**src/hw/rtl/bai_pkg.sv**
```systemverilog
`timescale 1ns / 1ps
// Shared types and codes for the BAI index stream parser.
// No dependencies; imported by every module of the block.
package bai_pkg;

    // Parser phase: which field of the index the next byte belongs to.
    typedef enum logic [3:0] {
        PH_HEADER,
        PH_BIN_COUNT,
        PH_BIN_ID,
        PH_CHK_COUNT,
        PH_CHK_BEGIN,
        PH_CHK_END,
        PH_INT_COUNT,
        PH_LINEAR,
        PH_UNPLACED,
        PH_DONE,
        PH_ERROR
    } t_phase;

    typedef logic [3:0] t_kind;
    localparam t_kind KIND_REF_COUNT = 4'd0;
    localparam t_kind KIND_BIN_COUNT = 4'd1;
    localparam t_kind KIND_BIN_HDR   = 4'd2;
    localparam t_kind KIND_CHK_BEGIN = 4'd3;
    localparam t_kind KIND_CHK_END   = 4'd4;
    localparam t_kind KIND_INT_COUNT = 4'd5;
    localparam t_kind KIND_LINEAR    = 4'd6;
    localparam t_kind KIND_UNPLACED  = 4'd7;
    localparam t_kind KIND_FINAL     = 4'd8;

    typedef logic [2:0] t_status;
    localparam t_status ST_OK        = 3'd0;
    localparam t_status ST_TRUNC     = 3'd1;
    localparam t_status ST_BAD_MAGIC = 3'd2;
    localparam t_status ST_NEG_REF   = 3'd3;
    localparam t_status ST_NEG_BIN   = 3'd4;
    localparam t_status ST_NEG_CHUNK = 3'd5;
    localparam t_status ST_NEG_INT   = 3'd6;
    localparam t_status ST_TRAILING  = 3'd7;

    // One input beat.
    typedef struct packed {
        logic       mode;       // 1 = end of file
        logic [7:0] data_byte;
    } t_beat;

    // One output record.
    typedef struct packed {
        t_kind       record_kind;
        logic [30:0] ref_index;
        logic [30:0] item_index;
        logic [31:0] bin_number;
        logic [63:0] field_value;
        t_status     status;
    } t_rec;

    // Expected magic "BAI\1", one byte per header position.
    function automatic logic [7:0] magic_byte(input logic [1:0] idx);
        logic [7:0] b;
        unique case (idx)
            2'd0:    b = 8'h42;
            2'd1:    b = 8'h41;
            2'd2:    b = 8'h49;
            default: b = 8'h01;
        endcase
        return b;
    endfunction

endpackage

```
**src/hw/rtl/bai_in_reg.sv**
```systemverilog
`timescale 1ns / 1ps
// Input register stage of the BAI index parser: holds one beat for the core.
// Depends on bai_pkg.
module bai_in_reg
    import bai_pkg::*;
(
    input  logic  i_clk,
    input  logic  i_rst_n,
    input  logic  i_valid,
    output logic  o_ready,
    input  t_beat i_beat,
    input  logic  i_advance,
    output logic  o_valid,
    output t_beat o_beat
);

    logic  r_valid;
    t_beat r_beat;

    assign o_ready = !r_valid || i_advance;
    assign o_valid = r_valid;
    assign o_beat  = r_beat;

    always_ff @(posedge i_clk) begin
        if (!i_rst_n) begin
            r_valid <= 1'b0;
        end else if (o_ready) begin
            r_valid <= i_valid;
        end
    end

    always_ff @(posedge i_clk) begin
        if (i_valid && o_ready) begin
            r_beat <= i_beat;
        end
    end

endmodule

```
**src/hw/rtl/bai_parse_core.sv**
```systemverilog
`timescale 1ns / 1ps
// Parser core of the BAI index parser: field assembly, nesting counters, phase
// machine and record formation, one byte per cycle with i_take. Depends on bai_pkg.
module bai_parse_core
    import bai_pkg::*;
(
    input  logic  i_clk,
    input  logic  i_rst_n,
    input  logic  i_take,
    input  t_beat i_beat,
    output logic  o_emit,
    output t_rec  o_rec
);

    t_phase      r_phase, n_phase;
    logic [2:0]  r_pos, n_pos;
    logic [63:0] r_field, n_field;
    logic [2:0]  r_hdr_cnt, n_hdr_cnt;
    logic        r_magic_ok, n_magic_ok;
    logic [30:0] r_refs_left, n_refs_left;
    logic [30:0] r_bins_left, n_bins_left;
    logic [30:0] r_chunks_left, n_chunks_left;
    logic [30:0] r_ints_left, n_ints_left;
    logic [30:0] r_cur_ref, n_cur_ref;
    logic [30:0] r_cur_item, n_cur_item;
    logic [30:0] r_bin_item, n_bin_item;
    logic [31:0] r_cur_bin, n_cur_bin;
    t_status     r_sticky, n_sticky;

    logic [63:0] w_field;
    logic        w_long;
    logic        w_done;
    logic        w_magic_ok;
    logic [31:0] w_v32;
    logic        w_neg;
    logic [30:0] w_refs_dec, w_bins_dec, w_chunks_dec, w_ints_dec;
    t_status     w_eof_status;

    // Assembled field including the incoming byte.
    always_comb begin
        w_field = r_field;
        if (r_phase == PH_HEADER) begin
            if (r_hdr_cnt[2]) begin
                w_field[r_hdr_cnt[1:0]*8 +: 8] = i_beat.data_byte;
            end
        end else begin
            w_field[r_pos*8 +: 8] = i_beat.data_byte;
        end
    end

    assign w_long = r_phase inside {PH_CHK_BEGIN, PH_CHK_END, PH_LINEAR, PH_UNPLACED};
    assign w_done = (r_phase == PH_HEADER) ? (r_hdr_cnt == 3'd7)
                  : (r_pos == (w_long ? 3'd7 : 3'd3));
    assign w_magic_ok = r_magic_ok &&
                        (r_hdr_cnt[2] || (i_beat.data_byte == magic_byte(r_hdr_cnt[1:0])));
    assign w_v32 = w_field[31:0];
    assign w_neg = w_v32[31];

    assign w_refs_dec   = (r_refs_left   != '0) ? r_refs_left   - 31'd1 : r_refs_left;
    assign w_bins_dec   = (r_bins_left   != '0) ? r_bins_left   - 31'd1 : r_bins_left;
    assign w_chunks_dec = (r_chunks_left != '0) ? r_chunks_left - 31'd1 : r_chunks_left;
    assign w_ints_dec   = (r_ints_left   != '0) ? r_ints_left   - 31'd1 : r_ints_left;

    assign w_eof_status = (r_sticky != ST_OK) ? r_sticky
                        : ((r_pos != 3'd0) ||
                           !(r_phase == PH_UNPLACED || r_phase == PH_DONE)) ? ST_TRUNC
                        : ST_OK;

    // Next state.
    always_comb begin
        n_phase       = r_phase;
        n_pos         = r_pos;
        n_field       = r_field;
        n_hdr_cnt     = r_hdr_cnt;
        n_magic_ok    = r_magic_ok;
        n_refs_left   = r_refs_left;
        n_bins_left   = r_bins_left;
        n_chunks_left = r_chunks_left;
        n_ints_left   = r_ints_left;
        n_cur_ref     = r_cur_ref;
        n_cur_item    = r_cur_item;
        n_bin_item    = r_bin_item;
        n_cur_bin     = r_cur_bin;
        n_sticky      = r_sticky;

        if (i_take) begin
            if (i_beat.mode) begin
                n_phase       = PH_HEADER;
                n_pos         = '0;
                n_field       = '0;
                n_hdr_cnt     = '0;
                n_magic_ok    = 1'b1;
                n_refs_left   = '0;
                n_bins_left   = '0;
                n_chunks_left = '0;
                n_ints_left   = '0;
                n_cur_ref     = '0;
                n_cur_item    = '0;
                n_bin_item    = '0;
                n_cur_bin     = '0;
                n_sticky      = ST_OK;
            end else if (r_phase == PH_HEADER) begin
                n_field    = w_field;
                n_hdr_cnt  = r_hdr_cnt + 3'd1;
                n_magic_ok = w_magic_ok;
                if (w_done) begin
                    n_field = '0;
                    if (!w_magic_ok) begin
                        n_sticky = ST_BAD_MAGIC;
                        n_phase  = PH_ERROR;
                    end else if (w_neg) begin
                        n_sticky = ST_NEG_REF;
                        n_phase  = PH_ERROR;
                    end else begin
                        n_refs_left = w_v32[30:0];
                        n_cur_ref   = '0;
                        n_phase     = (w_v32 != '0) ? PH_BIN_COUNT : PH_UNPLACED;
                    end
                end
            end else if (r_phase == PH_DONE) begin
                n_sticky = ST_TRAILING;
                n_phase  = PH_ERROR;
            end else if (r_phase != PH_ERROR) begin
                n_field = w_field;
                n_pos   = r_pos + 3'd1;
                if (w_done) begin
                    n_pos   = '0;
                    n_field = '0;
                    unique case (r_phase)
                        PH_BIN_COUNT: begin
                            if (w_neg) begin
                                n_sticky = ST_NEG_BIN;
                                n_phase  = PH_ERROR;
                            end else begin
                                n_bins_left = w_v32[30:0];
                                n_bin_item  = '0;
                                n_phase     = (w_v32 != '0) ? PH_BIN_ID : PH_INT_COUNT;
                            end
                        end
                        PH_BIN_ID: begin
                            n_cur_bin = w_v32;
                            n_phase   = PH_CHK_COUNT;
                        end
                        PH_CHK_COUNT: begin
                            if (w_neg) begin
                                n_sticky = ST_NEG_CHUNK;
                                n_phase  = PH_ERROR;
                            end else begin
                                n_chunks_left = w_v32[30:0];
                                n_cur_item    = '0;
                                if (w_v32 != '0) begin
                                    n_phase = PH_CHK_BEGIN;
                                end else begin
                                    // bin without chunks: close it now
                                    n_bins_left = w_bins_dec;
                                    n_bin_item  = r_bin_item + 31'd1;
                                    n_phase     = (w_bins_dec != '0) ? PH_BIN_ID
                                                                     : PH_INT_COUNT;
                                end
                            end
                        end
                        PH_CHK_BEGIN: begin
                            n_phase = PH_CHK_END;
                        end
                        PH_CHK_END: begin
                            n_chunks_left = w_chunks_dec;
                            n_cur_item    = r_cur_item + 31'd1;
                            if (w_chunks_dec != '0) begin
                                n_phase = PH_CHK_BEGIN;
                            end else begin
                                n_bins_left = w_bins_dec;
                                n_bin_item  = r_bin_item + 31'd1;
                                n_phase     = (w_bins_dec != '0) ? PH_BIN_ID : PH_INT_COUNT;
                            end
                        end
                        PH_INT_COUNT: begin
                            if (w_neg) begin
                                n_sticky = ST_NEG_INT;
                                n_phase  = PH_ERROR;
                            end else begin
                                n_ints_left = w_v32[30:0];
                                n_cur_item  = '0;
                                if (w_v32 != '0) begin
                                    n_phase = PH_LINEAR;
                                end else begin
                                    n_refs_left = w_refs_dec;
                                    n_cur_ref   = r_cur_ref + 31'd1;
                                    n_phase     = (w_refs_dec != '0) ? PH_BIN_COUNT
                                                                     : PH_UNPLACED;
                                end
                            end
                        end
                        PH_LINEAR: begin
                            n_ints_left = w_ints_dec;
                            n_cur_item  = r_cur_item + 31'd1;
                            if (w_ints_dec == '0) begin
                                n_refs_left = w_refs_dec;
                                n_cur_ref   = r_cur_ref + 31'd1;
                                n_phase     = (w_refs_dec != '0) ? PH_BIN_COUNT : PH_UNPLACED;
                            end
                        end
                        PH_UNPLACED: begin
                            n_phase = PH_DONE;
                        end
                        default: begin
                            n_phase = PH_ERROR;
                        end
                    endcase
                end
            end
        end
    end

    // Record formed by the beat at the input, if any.
    always_comb begin
        o_emit = 1'b0;
        o_rec  = '0;
        if (i_beat.mode) begin
            o_emit             = 1'b1;
            o_rec.record_kind  = KIND_FINAL;
            o_rec.status       = w_eof_status;
        end else if (w_done) begin
            unique case (r_phase)
                PH_HEADER: begin
                    o_emit = 1'b1;
                    if (!w_magic_ok) begin
                        o_rec.record_kind = KIND_FINAL;
                        o_rec.status      = ST_BAD_MAGIC;
                    end else begin
                        o_rec.record_kind = KIND_REF_COUNT;
                        o_rec.field_value = {32'd0, w_v32};
                        o_rec.status      = w_neg ? ST_NEG_REF : ST_OK;
                    end
                end
                PH_BIN_COUNT: begin
                    o_emit            = 1'b1;
                    o_rec.record_kind = KIND_BIN_COUNT;
                    o_rec.ref_index   = r_cur_ref;
                    o_rec.field_value = {32'd0, w_v32};
                    o_rec.status      = w_neg ? ST_NEG_BIN : ST_OK;
                end
                PH_CHK_COUNT: begin
                    o_emit            = 1'b1;
                    o_rec.record_kind = KIND_BIN_HDR;
                    o_rec.ref_index   = r_cur_ref;
                    o_rec.item_index  = r_bin_item;
                    o_rec.bin_number  = r_cur_bin;
                    o_rec.field_value = {32'd0, w_v32};
                    o_rec.status      = w_neg ? ST_NEG_CHUNK : ST_OK;
                end
                PH_CHK_BEGIN, PH_CHK_END: begin
                    o_emit            = 1'b1;
                    o_rec.record_kind = (r_phase == PH_CHK_BEGIN) ? KIND_CHK_BEGIN
                                                                  : KIND_CHK_END;
                    o_rec.ref_index   = r_cur_ref;
                    o_rec.item_index  = r_cur_item;
                    o_rec.bin_number  = r_cur_bin;
                    o_rec.field_value = w_field;
                end
                PH_INT_COUNT: begin
                    o_emit            = 1'b1;
                    o_rec.record_kind = KIND_INT_COUNT;
                    o_rec.ref_index   = r_cur_ref;
                    o_rec.field_value = {32'd0, w_v32};
                    o_rec.status      = w_neg ? ST_NEG_INT : ST_OK;
                end
                PH_LINEAR: begin
                    o_emit            = 1'b1;
                    o_rec.record_kind = KIND_LINEAR;
                    o_rec.ref_index   = r_cur_ref;
                    o_rec.item_index  = r_cur_item;
                    o_rec.field_value = w_field;
                end
                PH_UNPLACED: begin
                    o_emit            = 1'b1;
                    o_rec.record_kind = KIND_UNPLACED;
                    o_rec.field_value = w_field;
                end
                default: begin
                    o_emit = 1'b0;
                end
            endcase
        end
    end

    always_ff @(posedge i_clk) begin
        if (!i_rst_n) begin
            r_phase       <= PH_HEADER;
            r_pos         <= '0;
            r_field       <= '0;
            r_hdr_cnt     <= '0;
            r_magic_ok    <= 1'b1;
            r_refs_left   <= '0;
            r_bins_left   <= '0;
            r_chunks_left <= '0;
            r_ints_left   <= '0;
            r_cur_ref     <= '0;
            r_cur_item    <= '0;
            r_bin_item    <= '0;
            r_cur_bin     <= '0;
            r_sticky      <= ST_OK;
        end else begin
            r_phase       <= n_phase;
            r_pos         <= n_pos;
            r_field       <= n_field;
            r_hdr_cnt     <= n_hdr_cnt;
            r_magic_ok    <= n_magic_ok;
            r_refs_left   <= n_refs_left;
            r_bins_left   <= n_bins_left;
            r_chunks_left <= n_chunks_left;
            r_ints_left   <= n_ints_left;
            r_cur_ref     <= n_cur_ref;
            r_cur_item    <= n_cur_item;
            r_bin_item    <= n_bin_item;
            r_cur_bin     <= n_cur_bin;
            r_sticky      <= n_sticky;
        end
    end

    a_eof_resets: assert property (@(posedge i_clk) disable iff (!i_rst_n)
        (i_take && i_beat.mode) |=> (r_phase == PH_HEADER && r_sticky == ST_OK))
        else $error("end of file did not return parser to header phase");

    a_error_sticky: assert property (@(posedge i_clk) disable iff (!i_rst_n)
        (r_phase == PH_ERROR) |-> (r_sticky != ST_OK))
        else $error("error phase without sticky status");

    a_header_pos: assert property (@(posedge i_clk) disable iff (!i_rst_n)
        (r_phase == PH_HEADER) |-> (r_pos == 3'd0))
        else $error("byte position moved during header");

    a_short_pos: assert property (@(posedge i_clk) disable iff (!i_rst_n)
        (r_phase == PH_BIN_COUNT || r_phase == PH_BIN_ID ||
         r_phase == PH_CHK_COUNT || r_phase == PH_INT_COUNT) |-> (r_pos < 3'd4))
        else $error("byte position overran a 32-bit field");

endmodule

```
**src/hw/rtl/bai_out_reg.sv**
```systemverilog
`timescale 1ns / 1ps
// Result register of the BAI index parser: holds one record until taken.
// Depends on bai_pkg.
module bai_out_reg
    import bai_pkg::*;
(
    input  logic i_clk,
    input  logic i_rst_n,
    input  logic i_load,
    input  t_rec i_rec,
    output logic o_free,
    output logic o_valid,
    input  logic i_ready,
    output t_rec o_rec
);

    logic r_valid;
    t_rec r_rec;

    assign o_free  = !r_valid || i_ready;
    assign o_valid = r_valid;
    assign o_rec   = r_rec;

    always_ff @(posedge i_clk) begin
        if (!i_rst_n) begin
            r_valid <= 1'b0;
        end else if (i_load) begin
            r_valid <= 1'b1;
        end else if (i_ready) begin
            r_valid <= 1'b0;
        end
    end

    always_ff @(posedge i_clk) begin
        if (i_load) begin
            r_rec <= i_rec;
        end
    end

endmodule

```
**src/hw/rtl/bai_index_stream_parser.sv**
```systemverilog
`timescale 1ns / 1ps
// Top level of the BAI index stream parser.
// Depends on bai_pkg, bai_in_reg, bai_parse_core and bai_out_reg.

// Accepts a BAI index one byte per beat (mode 0) and an end-of-file beat
// (mode 1), and emits one record per completed field of interest: reference
// count, bin count, bin header (id plus chunk count), chunk begin/end, interval
// count, linear offset, unplaced count, and a final status on end of file.
// Throughput is one beat per cycle when not stalled: each beat is handled by
// the parser core sitting between an input register and a result register,
// and its record is registered in the result register. The only
// stall comes from the result register: a beat that produces a record waits
// in the input register while an earlier record is still untaken; beats that
// produce no record keep flowing. Bad magic is reported on the eighth byte;
// a negative count, trailing data after the unplaced count, or bad magic
// parks the parser, which then drops data bytes until end of file. End of file
// reports the sticky error, or truncation if the stream stopped mid-field or
// mid-structure, and returns the parser to its reset state.
module bai_index_stream_parser
    import bai_pkg::*;
(
    input  logic        i_clk,
    input  logic        i_rst_n,
    // input channel
    input  logic        i_in_valid,
    output logic        o_in_ready,
    input  logic        i_mode,
    input  logic [7:0]  i_data_byte,
    // record channel
    output logic        o_out_valid,
    input  logic        i_out_ready,
    output logic [3:0]  o_record_kind,
    output logic [30:0] o_ref_index,
    output logic [30:0] o_item_index,
    output logic [31:0] o_bin_number,
    output logic [63:0] o_field_value,
    output logic [2:0]  o_status
);

    t_beat w_in_beat;
    t_beat w_q_beat;
    logic  w_q_valid;
    logic  w_advance;
    logic  w_emit;
    t_rec  w_rec;
    t_rec  w_out_rec;
    logic  w_out_free;

    assign w_in_beat.mode      = i_mode;
    assign w_in_beat.data_byte = i_data_byte;

    // Advance the held beat unless it makes a record and the result slot is busy.
    assign w_advance = w_q_valid && (!w_emit || w_out_free);

    bai_in_reg u_in_reg (
        .i_clk     (i_clk),
        .i_rst_n   (i_rst_n),
        .i_valid   (i_in_valid),
        .o_ready   (o_in_ready),
        .i_beat    (w_in_beat),
        .i_advance (w_advance),
        .o_valid   (w_q_valid),
        .o_beat    (w_q_beat)
    );

    bai_parse_core u_core (
        .i_clk   (i_clk),
        .i_rst_n (i_rst_n),
        .i_take  (w_advance),
        .i_beat  (w_q_beat),
        .o_emit  (w_emit),
        .o_rec   (w_rec)
    );

    bai_out_reg u_out_reg (
        .i_clk   (i_clk),
        .i_rst_n (i_rst_n),
        .i_load  (w_advance && w_emit),
        .i_rec   (w_rec),
        .o_free  (w_out_free),
        .o_valid (o_out_valid),
        .i_ready (i_out_ready),
        .o_rec   (w_out_rec)
    );

    assign o_record_kind = w_out_rec.record_kind;
    assign o_ref_index   = w_out_rec.ref_index;
    assign o_item_index  = w_out_rec.item_index;
    assign o_bin_number  = w_out_rec.bin_number;
    assign o_field_value = w_out_rec.field_value;
    assign o_status      = w_out_rec.status;

endmodule

```
**config.mk**
```make
export PLATFORM = sky130hd
export DESIGN_NAME = bai_index_stream_parser
export DESIGN_NICKNAME = d
export VERILOG_FILES = /design/src/hw/rtl/bai_pkg.sv /design/src/hw/rtl/bai_in_reg.sv /design/src/hw/rtl/bai_parse_core.sv /design/src/hw/rtl/bai_out_reg.sv /design/src/hw/rtl/bai_index_stream_parser.sv
export SDC_FILE = /design/constraint.sdc
export NUM_CORES = 1
export LEC_CHECK = 0
export BUFFER_PORTS_ARGS = -buffer_cell sky130_fd_sc_hd__clkbuf_2
export CORE_MARGIN = 8
export CORE_UTILIZATION = 56
export CTS_BUF_LIST = sky130_fd_sc_hd__clkbuf_4 sky130_fd_sc_hd__clkbuf_8 sky130_fd_sc_hd__clkbuf_16
export CTS_CLUSTER_DIAMETER = 120
export DETAILED_ROUTE_END_ITERATION = 10
export GPL_TIMING_DRIVEN = 0
export PLACE_DENSITY = 0.78
export SLEW_MARGIN = 20
export SYNTH_ARGS = -nofsm -noshare
export SYNTH_HDL_FRONTEND = slang
export SYNTH_SLANG_ARGS = --single-unit
```
**constraint.sdc**
```tcl
create_clock -name i_clk -period 11.1 [get_ports i_clk]
set_input_delay 2.22 -clock i_clk [delete_from_list [all_inputs] [get_ports i_clk]]
set_output_delay 2.22 -clock i_clk [all_outputs]
set_load 0.05 [all_outputs]
```
Word level (Yosys, flattened, before mapping) --
Cells that the tools add are included.
Cells by class: add/subtract/negate cells 11, eq/ne operators 34, shifts and indexed selects 4, mux-type cells 146, bitwise operators 3, reductions and logical operators 65
Operators with widths (count):
- 31-bit two-way mux | 58
- 64-bit two-way mux | 7
- 31-bit case mux with 2 select lines | 6
- 32-bit two-way mux | 8
- 31-bit nonzero test | 7
- 64-bit case mux with 3 select lines | 1
- 31-bit case mux with 3 select lines | 2
- 165-bit two-way mux | 1
- 64-bit bitwise mux | 2
- 8-bit by 34-bit variable shift with 64-bit output (first input constant) | 2
- 8-bit by 34-bit indexed part select with 64-bit output | 2
- 31-bit by 1-bit subtractor with 31-bit output (second input constant) | 4
- 31-bit by 1-bit adder with 31-bit output (second input constant) | 3
- 3-bit two-way mux | 28
- 4-bit two-way mux | 18
- 5-bit negator with 34-bit output | 1
- 6-bit negator with 34-bit output | 1
- 4-bit case mux with 8 select lines | 1
- 32-bit nonzero test | 1
- 31-bit logical NOT | 1
- 4-bit case mux with 7 select lines | 1
- 3-bit inequality test (second input constant) | 7
- 7-bit case mux with 3 select lines | 1
- 7-bit AND reduction | 3
- 42 further kinds | 97
Word-level totals: register bits after elaboration 503, input port bits 13, output and inout bits 167, word-level logic and storage cells 288

Logic depth before layout (Yosys ltp) --
depth in word-level cells 14, depth in mapped cells 19, gate-level depth less buffers 14

Cells and area by module --
From an unflattened synthesis, not the netlist that was laid out.
Second synthesis, totals: cells, all modules 3183, area, all modules 26995.9 µm²
Modules (own cells, without submodules):
- bai_parse_core | times used 1, cells each 2997, area each 21645.8 µm², sequential area each 6546.3 µm²
- bai_out_reg | times used 1, cells each 169, area each 5003.5 µm², sequential area each 4974.8 µm²
- bai_in_reg | times used 1, cells each 14, area each 327.8 µm², sequential area each 290.3 µm²
- bai_index_stream_parser | times used 1, cells each 3, area each 18.8 µm², sequential area each 0.0 µm²

Worst setup path after synthesis --
Ideal clock, no wire load.
kind input-to-reg, start input i_out_ready, end register u_out_reg.r_rec, in the netlist u_out_reg.o_rec[0], enable pin, library setup time 0.709 ns, arrival 9.804 ns, required time 10.391 ns, path slack 0.587 ns, stages 4, path buffers 0, cell sequence nand2b_1 and2_1 a41oi_1 nor2b_1
On the way: longest elaborated chain between the ends 4
Ends and longest elaborated chain:
- start: declaration | line bai_index_stream_parser.sv:31 | input logic i_out_ready,
- 1-bit logical OR | line bai_out_reg.sv:20 | assign o_free = !r_valid || i_ready;
- 1-bit logical OR | line bai_index_stream_parser.sv:53 | assign w_advance = w_q_valid && (!w_emit || w_out_free);
- 1-bit logical AND | line bai_index_stream_parser.sv:53
- 1-bit logical AND | line bai_index_stream_parser.sv:78 | .i_load (w_advance && w_emit),
- via u_out_reg.i_load | line bai_out_reg.sv:9 | input logic i_load,
- end signal: assignment | line bai_out_reg.sv:36 | r_rec <= i_rec;
- end: declaration | line bai_out_reg.sv:18 | t_rec r_rec;
The timed path passes the listed nets, and every way through them passes these cells. A chain may end at the register's enable or synchronous reset.

Worst setup path in the final report --
start register u_core.r_pos[0], end register u_core.r_cur_ref[18]
On the way: longest elaborated chain between the ends 8, elaborated cells on any way between the ends 18, those cells by class add/sub: 1; eq/ne: 4; shift: 2; mux: 5; reduce/logical: 6
Ends and longest elaborated chain:
- start: declaration | line bai_parse_core.sv:16 | logic [2:0] r_pos, n_pos;
- start signal: assignment | line bai_parse_core.sv:304 | r_pos <= n_pos;
- branches (longest 7 deep; another with 6-bit negator with 34-bit output)
- 10-bit AND reduction (no source line) (*)
- end signal: assignment | line bai_parse_core.sv:312 | r_cur_ref <= n_cur_ref;
- end: declaration | line bai_parse_core.sv:24 | logic [30:0] r_cur_ref, n_cur_ref;
Every way passes the cells marked *.

==> impl_metrics.json <==
{
  "outcome": "complete, no violations",
  "grt_pass1_wl_um": 160800,
  "syn_nets": 3286,
  "cts_resized": 0,
  "ir_drop_v": 0.0001526,
  "finalPower_mw": 4.498,
  "synth_ff_type": "dfxtp_1",
  "layout_min_cycle_time_ps": 6510,
  "path_max_fanout": 10,
  "cpMaxStageDelayCell": "nor4_2",
  "route.detailed.drc": 0,
  "ys_types": 85,
  "cts_made_buffers": 54,
  "cp-end-kind": "flip-flop",
  "worstPathArrival_ps": 7050,
  "final_nets": 3527,
  "r2r_slack_ps": 4590,
  "yosysWarnings": 0,
  "criticalPathCategory": "flip-flop to flip-flop",
  "synth_area_um2": 27090,
  "cts.sinks": 503,
  "slowest_delay_ps": 920,
  "dieHeight_um": 235.9,
  "hold_path.class": "flip-flop to flip-flop",
  "drt-initial-drc-count": 4227,
  "firstDrtPassIters": 9,
  "syn_area_per_cell_um2": 8.340,
  "grt_pass1_vias": 26530,
  "post_cts.repair.setup_buffers": 0,
  "max_slew_margin": 0.1533,
  "vias_per_cell": 6.892,
  "placed_area_um2": 28910,
  "finalHoldViolCount": 0,
  "fin_area_um2": 30760,
  "path_clk_slew_ps": 60,
  "synth_edf_count": 174,
  "io_pins": 180,
  "fmax_mhz": 153.6,
  "p_leak_nw": 10.66,
  "start_util": 0.5673,
  "root_buffer": "clkbuf_16",
  "cp-start-kind": "flip-flop",
  "cp_cell_sequence": "clkbuf_1 > inv_1 > ha_1 > ha_1 > clkbuf_1 > nand4b_1 > nor2_1 > a31oi_1 > a22oi_1 > nand2_1 > nor4_2 > o211ai_1 > nor3_2 > buf_2 > nand3_1 > a21oi_1",
  "setup_viol": 0,
  "hold_buffers": 0,
  "std_cell_rows": 80,
  "ys_ff_latch": 503,
  "max-cap-violations": 0,
  "rsz0062_at_grt": "no",
  "grt_usage": 0.3688,
  "fp.coreArea_um2": 47750,
  "synthCells": 3248,
  "die_w_um": 235.9,
  "pre_cts_slack_ps": 4693,
  "overflow": 0,
  "tightest_slew_ps": 1270,
  "grt_max_degree": 32,
  "cts_max_level": 2,
  "rr_worst_depth": 16,
  "antenna_left": 0,
  "finalCritPeriodShare": 0.5865,
  "layout-drive-gt1-share": 0.1036,
  "port_buffers": 179,
  "cts_tree": "yes",
  "antenna_found_initial": 4,
  "cts_max_path_buffers": 3,
  "area_delta_synth_final_pct": 13.55,
  "p_per_area_nw_per_um2": 146.2,
  "slew_violations": 0,
  "yosysSeqAreaShare": 0.4360,
  "die_area_um2": 55660,
  "clk_latency_ps": 620,
  "dr_total_vias": 28600,
  "wire_per_inst_um": 26.22,
  "drt-total-wl_um": 108800,
  "layout_setup_ws_ps": 4590,
  "dp.final_hpwl_um": 79330,
  "fin_worst_skew_ps": 18.86,
  "place_congestion": 1.042,
  "hold_depth": 2,
  "required_ps": 11640,
  "synth-async-reset-ratio": 0
}
[final timing paths]
kind                          endpoint            startpoint
setup / recovery  u_core.r_cur_ref[18]       u_core.r_pos[0]
hold / removal    u_core.r_cur_bin[14]  u_core.r_cur_bin[14]
setup reg to reg  u_core.r_cur_ref[18]       u_core.r_pos[0]
hold reg to reg   u_core.r_cur_bin[14]  u_core.r_cur_bin[14]
[layer usage]
| metal | part of all wire | GRT usage | wire length [um] |
|---|---|---|---|
| met1 | 0.39 | 0.4757 | 41910 |
| met2 | 0.42 | 0.5512 | 46150 |
| met3 | 0.12 | 0.09351 | 13480 |
| met4 | 0.067 | 0.2257 | 7268 |
| met5 | 0.00012 | 0 | 13 |
[cell type report]
cell class	instances	area (um^2)
sequential	503	11810
buffer	250	980.9
multi-input combinational	2449	14160
tap	615	769.5
clock buffer	79	1594
antenna	1	2.502
fill	4117	16990
inverter	46	172.7
timing repair buffer	185	1023
clock inverter	22	242.7
[worst max-delay path: cells and delay by family, from the launching register on]
family                     cells  cell delay [ps]
and+or+nand+nor                6             2540
AOI/OAI and AO/OA              4             1730
buffers and inverters          4             1260
adders and majority gates      2              540
DFF                            1              360
[cell families after synthesis]
group | count (synthesis) | synth area share
buf+inv | 296 | 0.04254
mux | 37 | 0.01395
xor+xnor | 76 | 0.02457
simple gates | 1406 | 0.2541
compound gates | 905 | 0.2172
flops | 503 | 0.4360
fa+ha+maj | 25 | 0.01155
[synthesized netlist by cell type (33+ instances only)]
cell type	number	area, um^2
nor2_1	464	1742
dfxtp_1	329	6586
nand2_1	304	1141
a21oi_1	279	1396
clkbuf_1	222	833.3
edfxtp_1	174	5225
o21ai_0	151	755.7
a22oi_1	112	840.8
nand3_1	106	530.5
nor3_1	99	495.5
and2_1	87	544.3
nor4_1	49	306.5
inv_1	45	168.9
o211ai_1	45	337.8
a31oi_1	44	275.3
or3_1	44	275.3
nand4_1	43	269.0
or4_1	43	322.8
xor2_1	43	376.6
and3_1	37	231.5
xnor2_1	33	289.0
[metrics by stage]
stage	cells	hold WS [ps]	TNS, ps	utilization
6_report	4150	450.6	0	0.6442
3_5_place_dp	4048	442.2	0	0.6055
3_3_place_gp	4042	440.7	-405800	0.6022
5_1_grt	4149	467.6	0	0.6441
4_1_cts	4149	450.6	0	0.6440
2_1_floorplan	3248	428.7	0	-
[flip-flops by register name, indices dropped and copies added (netlist names), 4 cells and up]
signal / flops
u_in_reg.o_beat: 9
u_core.r_cur_bin: 32
u_core.r_phase: 4
u_core.r_ints_left: 31
u_core.r_cur_ref: 31
u_core.r_field: 64
u_core.r_bins_left: 31
u_core.r_refs_left: 31
u_out_reg.o_rec: 165
u_core.r_bin_item: 31
u_core.r_cur_item: 31
u_core.r_chunks_left: 31
[power breakdown]
group / switching [mW] / leakage [nW] / total (mW) / internal, mW
Sequential: 0.0274 / 4.26 / 1.97 / 1.94
Combinational: 0.478 / 5.47 / 0.654 / 0.176
Clock: 0.783 / 0.924 / 1.88 / 1.10
Total: 1.29 / 10.7 / 4.50 / 3.21
[cell usage in the layout (no fill, tap or decap), drive strengths merged, types with 51 or more instances in the layout]
| cell type | instances |
|---|---|
| edfxtp | 174 |
| nor3 | 103 |
| a21oi | 279 |
| nor2 | 464 |
| a22oi | 112 |
| dfxtp | 329 |
| and2 | 89 |
| clkbuf | 481 |
| nand3 | 106 |
| o21ai | 158 |
| inv | 51 |
| nor4 | 52 |
| nand2 | 304 |
Power figures use the tool's default switching activity.
